[src/sv/itpdt_pkg.sv]
// ----------------------------------------------------------------------------
// itpdt_pkg: shared types and constants for the padded decimal text block
// Character codes, digit cell control word and sequencer states.
// ----------------------------------------------------------------------------
package itpdt_pkg;

  localparam int NumBits         = 32;
  localparam int NumDigits       = 10;
  localparam int DigitIdxW       = $clog2(NumDigits);
  localparam int CntW            = $clog2(NumBits);
  localparam int WidthInW        = 6;
  localparam int TextLenW        = 4;
  localparam int MaxWidthDefault = 32;

  localparam logic [7:0] CharZero  = 8'h30;
  localparam logic [7:0] CharMinus = 8'h2D;
  localparam logic [7:0] CharSpace = 8'h20;
  localparam logic [7:0] CharNul   = 8'h00;

  typedef struct packed {
    logic clear;
    logic shift;
  } cell_ctrl_t;

  typedef enum logic [3:0] {
    StIdle = 4'b0001,
    StConv = 4'b0010,
    StPrep = 4'b0100,
    StEmit = 4'b1000
  } state_e;

endpackage

[src/sv/integer_to_padded_decimal_text.sv]
// ----------------------------------------------------------------------------
// integer_to_padded_decimal_text: signed integer to right-aligned ascii text
// One input word (value, field width) gives field width characters and a
// zero terminator marked last.
// ----------------------------------------------------------------------------
// An item is accepted, W being the field width saturated to MAX_WIDTH,
// and its magnitude is shifted bit by bit through the row of ten bcd digit
// cells. The text is then sized, and W characters and the terminator are
// sent through the single output register, held while the output stalls.
// The next item is accepted as soon as the terminator sits in the output register.
module integer_to_padded_decimal_text
  import itpdt_pkg::*;
#(
  parameter int MAX_WIDTH = MaxWidthDefault
) (
  input  logic        clk_i,
  input  logic        rst_ni,
  input  logic        s_axis_tvalid_i,
  output logic        s_axis_tready_o,
  input  logic [39:0] s_axis_tdata_i,  // num_value[31:0], field_width[37:32], zero fill
  output logic        m_axis_tvalid_o,
  input  logic        m_axis_tready_i,
  output logic [7:0]  m_axis_tdata_o,  // out_char[7:0]
  output logic        m_axis_tlast_o   // last_char
);

  localparam int WCW = $clog2(MAX_WIDTH + 1);
  localparam int CW  = (WCW > WidthInW) ? WCW : WidthInW;

  state_e state_q, state_d;

  logic [NumBits-1:0]  mag_q, mag_d;
  logic                neg_q, neg_d;
  logic [WCW-1:0]      width_q, width_d;
  logic [CntW-1:0]     cnt_q, cnt_d;
  logic [WCW-1:0]      idx_q, idx_d;
  logic [WCW-1:0]      blanks_q, blanks_d;
  logic [TextLenW-1:0] len_q, len_d;
  logic [TextLenW-1:0] ndig_q, ndig_d;
  logic                ov_q, ov_d;
  logic [7:0]          och_q, och_d;
  logic                olast_q, olast_d;

  cell_ctrl_t          cell_ctrl;
  logic [NumDigits:0]  chain;
  logic [3:0]          digits [NumDigits];

  logic [NumBits-1:0]  in_val;
  logic [WidthInW-1:0] in_width;
  logic                in_neg;
  logic [TextLenW-1:0] ndig_c;
  logic [WCW-1:0]      len_ext;
  logic [WCW-1:0]      k;
  logic [3:0]          pos;
  logic [DigitIdxW-1:0] dsel;
  logic [3:0]          dval;
  logic [7:0]          ch;
  logic                out_free;

  // digit cell row, least significant digit first
  assign chain[0] = mag_q[NumBits-1];
  for (genvar g = 0; g < NumDigits; g++) begin : g_cell
    itpdt_cell u_cell (
      .clk_i   (clk_i),
      .rst_ni  (rst_ni),
      .ctrl_i  (cell_ctrl),
      .bit_i   (chain[g]),
      .bit_o   (chain[g+1]),
      .digit_o (digits[g])
    );
  end

  assign in_val   = s_axis_tdata_i[NumBits-1:0];
  assign in_width = s_axis_tdata_i[NumBits+WidthInW-1:NumBits];
  assign in_neg   = in_val[NumBits-1];

  // count of significant digits, at least one
  always_comb begin
    ndig_c = TextLenW'(1);
    for (int i = 1; i < NumDigits; i++) begin
      if (digits[i] != 4'd0) begin
        ndig_c = TextLenW'(i + 1);
      end
    end
  end

  // character at the current position
  always_comb begin
    k    = idx_q - blanks_q;
    pos  = ndig_q - 4'd1 - (4'(k) - {3'b000, neg_q});
    dsel = DigitIdxW'(pos);
    dval = (32'(dsel) < NumDigits) ? digits[dsel] : 4'd0;
    if (idx_q < blanks_q) begin
      ch = CharSpace;
    end else if (neg_q && (k == '0)) begin
      ch = CharMinus;
    end else begin
      ch = CharZero | {4'd0, dval};
    end
  end

  assign len_ext  = WCW'(len_q);
  assign out_free = !ov_q || m_axis_tready_i;

  always_comb begin
    state_d   = state_q;
    mag_d     = mag_q;
    neg_d     = neg_q;
    width_d   = width_q;
    cnt_d     = cnt_q;
    idx_d     = idx_q;
    blanks_d  = blanks_q;
    len_d     = len_q;
    ndig_d    = ndig_q;
    ov_d      = ov_q;
    och_d     = och_q;
    olast_d   = olast_q;
    cell_ctrl = '0;

    if (m_axis_tready_i) begin
      ov_d = 1'b0;
    end

    unique case (state_q)
      StIdle: begin
        if (s_axis_tvalid_i) begin
          mag_d = in_neg ? (~in_val + NumBits'(1)) : in_val;
          neg_d = in_neg;
          width_d = (CW'(in_width) > CW'(MAX_WIDTH)) ? WCW'(MAX_WIDTH)
                                                     : WCW'(in_width);
          cnt_d           = '0;
          cell_ctrl.clear = 1'b1;
          state_d         = StConv;
        end
      end
      StConv: begin
        cell_ctrl.shift = 1'b1;
        mag_d           = {mag_q[NumBits-2:0], 1'b0};
        cnt_d           = cnt_q + CntW'(1);
        if (cnt_q == CntW'(NumBits - 1)) begin
          state_d = StPrep;
        end
      end
      StPrep: begin
        ndig_d  = ndig_c;
        len_d   = ndig_c + {3'b000, neg_q};
        idx_d   = '0;
        state_d = StEmit;
      end
      StEmit: begin
        blanks_d = (width_q > len_ext) ? width_q - len_ext : '0;
        if (out_free) begin
          ov_d = 1'b1;
          if (idx_q == width_q) begin
            och_d   = CharNul;
            olast_d = 1'b1;
            state_d = StIdle;
          end else begin
            och_d   = ch;
            olast_d = 1'b0;
            idx_d   = idx_q + WCW'(1);
          end
        end
      end
      default: state_d = StIdle;
    endcase

    if (state_q == StPrep) begin
      blanks_d = (width_q > WCW'(ndig_c + {3'b000, neg_q}))
               ? width_q - WCW'(ndig_c + {3'b000, neg_q}) : '0;
    end
  end

  always_ff @(posedge clk_i or negedge rst_ni) begin
    if (!rst_ni) begin
      state_q <= StIdle;
      ov_q    <= 1'b0;
      cnt_q   <= '0;
      idx_q   <= '0;
    end else begin
      state_q <= state_d;
      ov_q    <= ov_d;
      cnt_q   <= cnt_d;
      idx_q   <= idx_d;
    end
  end

  always_ff @(posedge clk_i) begin
    mag_q    <= mag_d;
    neg_q    <= neg_d;
    width_q  <= width_d;
    blanks_q <= blanks_d;
    len_q    <= len_d;
    ndig_q   <= ndig_d;
    och_q    <= och_d;
    olast_q  <= olast_d;
  end

  assign s_axis_tready_o = (state_q == StIdle);
  assign m_axis_tvalid_o = ov_q;
  assign m_axis_tdata_o  = och_q;
  assign m_axis_tlast_o  = olast_q;

  // assertions
  a_idx_bound: assert property (@(posedge clk_i) disable iff (!rst_ni)
    (state_q == StEmit) |-> (idx_q <= width_q))
    else $error("character index beyond field width");

  a_conv_len: assert property (@(posedge clk_i) disable iff (!rst_ni)
    ((state_q == StConv) && (cnt_q == CntW'(NumBits - 1))) |=> (state_q == StPrep))
    else $error("conversion did not end after full shift");

  a_accept_conv: assert property (@(posedge clk_i) disable iff (!rst_ni)
    (s_axis_tvalid_i && s_axis_tready_o) |=> ((state_q == StConv) && (cnt_q == '0)))
    else $error("accepted word did not start conversion");

  a_text_len: assert property (@(posedge clk_i) disable iff (!rst_ni)
    (state_q == StEmit) |-> ((ndig_q >= 4'd1) && (ndig_q <= 4'(NumDigits))
                             && (len_q == ndig_q + {3'b000, neg_q})))
    else $error("text length out of range");

  a_term_nul: assert property (@(posedge clk_i) disable iff (!rst_ni)
    (m_axis_tvalid_o && m_axis_tlast_o) |-> (m_axis_tdata_o == CharNul))
    else $error("terminator word carries a character");

endmodule

[src/sv/itpdt_cell.sv]
// ----------------------------------------------------------------------------
// itpdt_cell: one bcd digit of the shift-and-add-three chain
// Adds three when the digit is five or more, then shifts in the bit from the
// lower neighbour and hands its top bit to the upper neighbour.
// ----------------------------------------------------------------------------
module itpdt_cell
  import itpdt_pkg::*;
(
  input  logic       clk_i,
  input  logic       rst_ni,
  input  cell_ctrl_t ctrl_i,
  input  logic       bit_i,
  output logic       bit_o,
  output logic [3:0] digit_o
);

  logic [3:0] digit_q, digit_d;
  logic [3:0] adj;

  always_comb begin
    adj     = (digit_q >= 4'd5) ? digit_q + 4'd3 : digit_q;
    digit_d = digit_q;
    if (ctrl_i.clear) begin
      digit_d = 4'd0;
    end else if (ctrl_i.shift) begin
      digit_d = {adj[2:0], bit_i};
    end
  end

  assign bit_o   = adj[3];
  assign digit_o = digit_q;

  always_ff @(posedge clk_i or negedge rst_ni) begin
    if (!rst_ni) begin
      digit_q <= 4'd0;
    end else begin
      digit_q <= digit_d;
    end
  end

endmodule

[config.mk]
export PLATFORM = sky130hd
export DESIGN_NAME = integer_to_padded_decimal_text
export DESIGN_NICKNAME = d
export VERILOG_FILES = /design/src/sv/itpdt_pkg.sv /design/src/sv/integer_to_padded_decimal_text.sv /design/src/sv/itpdt_cell.sv
export SDC_FILE = /design/constraint.sdc
export NUM_CORES = 1
export LEC_CHECK = 0
export ABC_CLOCK_PERIOD_IN_PS = 6900
export BUFFER_PORTS_ARGS = -buffer_cell sky130_fd_sc_hd__buf_2
export CORE_MARGIN = 2
export CORE_UTILIZATION = 66
export DETAILED_ROUTE_END_ITERATION = 12
export PLACE_DENSITY = 0.92
export REMOVE_ABC_BUFFERS = 1
export SLEW_MARGIN = 20
export SYNTH_ARGS = -nofsm -noshare
export SYNTH_HDL_FRONTEND = slang
export SYNTH_SLANG_ARGS = --single-unit
[constraint.sdc]
create_clock -name clk_i -period 6.9 [get_ports clk_i]
set_clock_uncertainty 0.15 [all_clocks]
set_input_delay 1.725 -clock clk_i [delete_from_list [all_inputs] [get_ports clk_i]]
set_output_delay 1.725 -clock clk_i [all_outputs]
set_load 0.03 [all_outputs]
==> impl_results.md, run 1 <==
- Status: completed
- Fill count: 704
- Cells after Synth: 773
- Final setup violation count: 0
- Total gr overflow: 0
- DRT Pass-1 Iters: 5
- Area of the mapped netlist: roughly 7400 sq um
- Syn Area/Cell: 9.61 sq um
- Sequential power share: 31.2%
- Post-CTS setup buffers: 0
- DR iter-0 viols: 608
- Main flop type after synthesis: edfxtp_1
- Sink Count: 116
- Yosys top cell by area: edfxtp_1
- Req. time, crit path: between 7000 and 8000 ps
- Pin count of the biggest net entering global routing: 87
- Hold Vio Cnt, Final: 0
- RSZ-0062 raised after global routing: false
- Clock root cell: clkbuf_8
- Die width: 110 um
- Num CTS Buffers: 17
- GR Util met2: 51.3%
- Setup crit start: g_cell[1].u_cell.digit_o[1]$_DFFE_PN0P_
- Port Buffers: 50
- Sequential area share after synthesis: 43.1%
- Initial antenna violation count: 0
- Switching power: 1.47 mW
- WL/cell: 17.2 um
- Vias: 6093
- Fin crit period: ~4600 ps
- Io pins: 55
- Cell with the most instances after synthesis: o21ai_0
- FP Rows: 38
- Max H-tree Level: 4
- Layout area overhead: 12.2%
- Routed Antenna Nets: 0
- Switch share: 40.2%
- Pins over their slew limit: 0
- Power Total: 3.67 mW
- Gpl congestion: 0.922
- WS Path Type: flop to flop
- Antenna Cells: 0
- RR Startpoint: g_cell[1].u_cell.digit_o[1]$_DFFE_PN0P_
- GRT busiest layer: met2
- Crit Path Max Fanout: 7
- Max_cap viols: 0
- Comb power frac: about 45%
- Clock buffer depth: 2
- Post-synth EDFFs: 60
- Post-synth cell types: 63
- Worst hold path class: flop to flop
- # DRC: 0
- Clock-pin transition on the worst setup and hold timing paths: 60 ps
- Share of the synthesized area in the top cell type: approximately 24%
- Via-to-Cell Ratio: 6.30
- Arr. time, crit path: 4700 ps
- Type of element capturing the critical path: flop
- Slew margin rel.: 34.3%
- Resized Gates After CTS: 0
- Hold wc startpoint: mag_q[31]$_DFFE_PP_
- Die area: 12100 sq um
- Worst setup SP type: flop
- Worst-Skew Late Latency: 530 ps
- WL final: 16.7 mm
- Clock share of power: around a quarter
- Async SR Flop Fraction: 48.3%
- Share of layout cells above drive strength 1: roughly an eighth
- Commonest cells post-synth: o21ai_0, nand2_1, edfxtp_1, dfrtp_1, inv_1
- # hold bufs at CTS: 0
- FF+latch count, synth: 116
- Leakage: 3.51 nW
- Final period util: 66.3%
- Met1 usage: 36.4%
- Power per Cell Area: around 440 nW/um^2
- YS warnings: 0
- First-pass GRT wire length: 28.0 mm
- Slew at the pin with the worst max-slew slack: 983 ps
- P_int: 2.19 mW
- M3 GR Usage: 5.82%
- Peak VDD IR: 0.000237 V
- Die Y: between 100 and 150 um
- Fmax achieved: 219 MHz
- Starting Density: 68.2%
- Post-DP HPWL: 11.5 mm
- Setup_tns: 0 ps
- NumNets Final: 911
- Synth top area cells: edfxtp_1, dfrtp_1, ha_1
- CORE AREA: ~11000 sq um
- CTS tree: done
- Vias in the first global route: 6027
- Total track usage: roughly 30%
-- power by group through the flow --
stage	combinational, mW	sequential, mW	clock, mW
after global routing	1.85	1.17	0.898
final	1.66	1.15	0.860
after global placement	1.52	1.14	0
after floorplan	1.22	1.11	0
after CTS	1.64	1.14	0.865
after detailed placement	1.62	1.15	0
-- metal layers --
| metal | routed length, um | vias to the layer above |
|---|---|---|
| met4 | 466 | 0 |
| met2 | 8600 | 269 |
| met5 | 0 | - |
| met3 | 1070 | 51 |
| met1 | 6510 | 2915 |
| li1 | - | 2858 |
-- layout make-up --
| cell class | count | area [sq um] | area share, % |
|---|---|---|---|
| well taps | 140 | 175 | 2.10 |
| clock buffers | 23 | 478 | 5.74 |
| multi-input cells | 573 | 3900 | 46.8 |
| repair buffers | 53 | 273 | 3.27 |
| clock inverters | 9 | 100 | 1.20 |
| inverters | 53 | 199 | 2.39 |
| flip-flops and latches | 116 | 3200 | 38.5 |
-- stage by stage --
stage / cells / utilization, % / area, sq um / hold WS, ps / setup slack, ps
after floorplan: 742 / - / 7300 / 274 / 1620
after global placement: 935 / 71.2 / 7750 / 286 / 1940
after detailed placement: 935 / 71.2 / 7750 / 326 / 1750
after CTS: 967 / 76.5 / 8330 / 338 / 2330
after global routing: 967 / 76.5 / 8330 / 382 / 1950
final: 967 / 76.5 / 8330 / 336 / 2330
-- cell families (layout without fill, tap and decap cells) --
family | after synthesis | after routing | synth area share (%)
xor+xnor | 59 | 59 | 7.14
other cells | 2 | 3 | 0.101
flops | 116 | 116 | 43.1
mux | 15 | 15 | 3.40
simple gates | 237 | 237 | 15.8
buf+inv | 85 | 138 | 4.43
compound gates | 206 | 206 | 16.5
fa+ha+maj | 53 | 53 | 9.43
-- registers in the layout, summed over array words and instances, names as in the netlist --
signal / cells
blanks_q: 6
mag_q: 32
neg_q: 1
m_axis_tvalid_o: 1
m_axis_tlast_o: 1
ndig_q: 4
state_q: 4
len_q: 4
cnt_q: 5
idx_q: 6
width_q: 6
m_axis_tdata_o: 6
g_cell.u_cell.digit_o: 40
-- worst paths after layout --
kind,to,slack (ps),cells after the start
min in group asynchronous,g_cell[7].u_cell.digit_o[1]$_DFFE_PN0P_,1200,2
setup / recovery,blanks_q[5]$_DFFE_PP_,2330,17
hold / removal,g_cell[0].u_cell.digit_o[0]$_DFFE_PN0P_,340,2
max in group asynchronous,state_q[2]$_DFFE_PN0P_,4900,2
hold reg to reg,g_cell[0].u_cell.digit_o[0]$_DFFE_PN0P_,340,2
setup reg to reg,blanks_q[5]$_DFFE_PP_,2330,17
-- critical path, stage by stage (launching register included) --
cell	delay, ps
dfrtp_1	430
inv_1	110
ha_1	220
nor3b_1	370
o21ai_0	160
a21oi_1	150
o21ai_0	90
a21oi_1	280
ha_1	240
ha_1	170
xor2_1	190
ha_1	310
nand3_1	110
nand2_1	60
and2_1	170
o311ai_1	690
nor2b_1	110
o31a_1	310
-- layout by cell type, fill, tap and decap left out, types with 4 or more instances in the layout --
cell and count:
mux4_2 8, xor2_1 40, nor2b_1 12, a21o_1 7, mux2i_1 5, ha_1 48, inv_1 52, nand3_1 42
xnor2_1 18, nor3_1 4, a211oi_1 9, dfrtp_1 55, a21oi_1 41, buf_2 50, or3_1 7, nand2_1 70
nand4_1 4, clkbuf_16 17, nand2b_1 13, clkinv_2 5, nor2_1 49, o41ai_1 5, edfxtp_1 60, nor4_1 5
o21ai_0 99, fa_1 5, or4_1 4, o22ai_1 4, o31ai_1 13, nor3b_1 11
No activity file was read; power rests on OpenSTA's default activity.
==> inputs of run 2 (changes only) <==
--- a/config.mk
+++ b/config.mk
@@ -5,12 +5,12 @@
 export SDC_FILE = /design/constraint.sdc
 export NUM_CORES = 1
 export LEC_CHECK = 0
-export ABC_CLOCK_PERIOD_IN_PS = 6900
+export ABC_CLOCK_PERIOD_IN_PS = 3900
 export BUFFER_PORTS_ARGS = -buffer_cell sky130_fd_sc_hd__buf_2
 export CORE_MARGIN = 2
-export CORE_UTILIZATION = 66
+export CORE_UTILIZATION = 55
 export DETAILED_ROUTE_END_ITERATION = 12
-export PLACE_DENSITY = 0.92
+export PLACE_DENSITY = 0.83
 export REMOVE_ABC_BUFFERS = 1
 export SLEW_MARGIN = 20
 export SYNTH_ARGS = -nofsm -noshare
==> constraint.sdc (replaced) <==
create_clock -name clk_i -period 3.9 [get_ports clk_i]
set_clock_uncertainty 0.15 [all_clocks]
set_input_delay 0.975 -clock clk_i [delete_from_list [all_inputs] [get_ports clk_i]]
set_output_delay 0.975 -clock clk_i [all_outputs]
set_load 0.03 [all_outputs]
==> impl_results.md, run 2 (same netlist as run 1, synthesis figures left out) <==
- Status: completed
- Vias: 5999
- Total gr overflow: 0
- Post-route cell area: ~8600 sq um
- First-pass GRT wire length: 26.6 mm
- Die Y: between 100 and 150 um
- NumNets Final: 936
- R2r worst-path depth: 18
- Die width: ~120 um
- Final setup violation count: 0
- Arr. time, crit path: 3800 ps
- # DRC: 0
- Worst setup SP type: flop
- Port Buffers: 50
- Switching power: 2.68 mW
- DR iter-0 viols: between 500 and 600
- Via-to-Cell Ratio: slightly below 6
- WL final: 16.0 mm
- Vias in the first global route: 5723
- Pins over their slew limit: 0
- Share of layout cells above drive strength 1: between 10% and 20%
- Post-DP HPWL: 11.1 mm
- Max H-tree Level: 4
- Initial antenna violation count: 0
- # hold bufs at CTS: 0
- Sink Count: between 100 and 150
- Worst hold path class: flop to flop
- DP Area: 7970 sq um
- Routed Antenna Nets: 0
- Met1 usage: 30.0%
- Clock-pin transition on the worst setup and hold timing paths: 50 ps
- P_int: 4.05 mW
- Max_cap viols: 0
- CTS tree: done
- Fin crit period: 3780 ps
- GRT busiest layer: met2
- WS Path Type: flop to flop
- Die area: roughly 14000 sq um
- Switch share: 39.8%
- Worst hold path depth: 2
- Commonest non-fill, non-tap cell in the layout: o21ai_0
- Req. time, crit path: 3920 ps
- WL/cell: 15.5 um
- Comb power frac: 48.7%
- Worst-Skew Late Latency: 420 ps
- Reg2reg end: blanks_q[5]$_DFFE_PP_
- Reg2reg setup slack: 120 ps
- Clock share of power: 21.3%
- Clock buffer depth: 2
- Hold Vio Cnt, Final: 0
- Power per Cell Area: 782 nW/um^2
- Highest-count cells in the layout ignoring fill and taps: o21ai_0, nand2_1, edfxtp_1, dfrtp_1, inv_1
- Fmax achieved: 265 MHz
- Hold wc startpoint: mag_q[31]$_DFFE_PP_
- DRT Pass-1 Iters: 7
- Slew margin rel.: 45.3%
- Final period util: 96.9%
- Setup_tns: 0 ps
- RR Startpoint: g_cell[1].u_cell.digit_o[0]$_DFFE_PN0P_
- Clock root cell: clkbuf_16
- Leakage: 3.64 nW
- Max reg flops: 40
- Gpl congestion: slightly above 0.9
- Slew at the pin with the worst max-slew slack: 814 ps
- Io pins: between 50 and 60
- CORE AREA: between 10000 and 15000 sq um
- Total track usage: 23.3%
- Hold EP: g_cell[0].u_cell.digit_o[0]$_DFFE_PN0P_
- Crit Path Max Fanout: 4
- Num CTS Buffers: 17
- Peak VDD IR: roughly 0.00045 V
- GR Util met2: 37.8%
- M3 GR Usage: ~5.6%
- Sequential power share: roughly 30%
- FP Rows: 42
- Starting Density: 56.3%
- Layout area overhead: 15.9%
- Antenna Cells: 0
- Pin count of the biggest net entering global routing: 69
- Type of element capturing the critical path: flop
## run 2: cell count changes in the layout (fill, tap and decap cells not counted), moves of 3 or more
cell / delta
ha_2: +3
buf_4: +25
ha_1: -4
nor3b_1: -4
## run 2: final cells by class
class                           count  area (sq um)
Clock buffer                       25           485
Clock inverter                      7          57.6
Fill cell                         998          4580
Inverter                           53           199
Multi-Input combinational cell    573          3980
Sequential cell                   116          3200
Tap cell                          176           220
Timing Repair Buffer               78           460
## run 2: layer usage
layer | up-vias | routed length, um
met4 | 0 | 374
met5 | - | 0
li1 | 2910 | -
met1 | 2851 | 6860
met2 | 201 | 7820
met3 | 37 | 914
## run 2: critical path, stage by stage, from the launching register on
cell	delay (ps)
dfrtp_1	360
inv_1	80
ha_2	200
nor3b_4	150
o21ai_1	150
a21oi_1	100
o21ai_1	190
a21oi_2	90
ha_2	340
ha_1	180
inv_1	100
fa_2	370
nand3_1	90
nand2_1	80
and2_1	190
o311ai_1	230
buf_4	180
nor2b_1	40
o31a_1	270
## run 2: repair_timing
item / in CTS / in global routing
setup buffers: 2 / 1
gates resized for setup: 3 / 16
setup endpoints to repair: 2 / 6
pin swaps: 0 / 4
## run 2: worst max path at each step
stage | slack, ps | end | from | depth (start not counted)
2_1_floorplan | -1380 | mag_q[0]$_SDFFCE_PP0P_ | state_q[0]$_DFFE_PN1P_ | 4
3_3_place_gp | 60 | blanks_q[5]$_DFFE_PP_ | g_cell[1].u_cell.digit_o[0]$_DFFE_PN0P_ | 18
3_5_place_dp | -70 | blanks_q[5]$_DFFE_PP_ | g_cell[3].u_cell.digit_o[1]$_DFFE_PN0P_ | 18
4_1_cts | -20 | blanks_q[4]$_DFFE_PP_ | g_cell[1].u_cell.digit_o[0]$_DFFE_PN0P_ | 18
5_1_grt | -30 | blanks_q[5]$_DFFE_PP_ | g_cell[4].u_cell.digit_o[1]$_DFFE_PN0P_ | 17
6_report | 120 | blanks_q[5]$_DFFE_PP_ | g_cell[1].u_cell.digit_o[0]$_DFFE_PN0P_ | 18
## run 2: stage by stage
| step | hold WS [ps] | setup slack [ps] | std cells | util [%] | total power [mW] |
|---|---|---|---|---|---|
| 2_1_floorplan | 274 | -1380 | 742 | - | 4.13 |
| 3_3_place_gp | 284 | 63.4 | 993 | 60.4 | 4.90 |
| 3_5_place_dp | 296 | -67.4 | 993 | 60.4 | 5.03 |
| 4_1_cts | 309 | -22.9 | 1027 | 64.7 | 6.55 |
| 5_1_grt | 333 | -27.2 | 1028 | 65.3 | 7.18 |
| 6_report | 299 | 120 | 1028 | 65.3 | 6.73 |
## run 2: power by group through the flow
stage | clock network, mW | registers (mW) | logic [mW]
floorplan | 0 | 1.97 | 2.16
global placement | 0 | 2.01 | 2.89
detailed placement | 0 | 2.03 | 3.01
CTS | 1.45 | 2.01 | 3.08
global route | 1.51 | 2.06 | 3.62
finish | 1.44 | 2.02 | 3.28
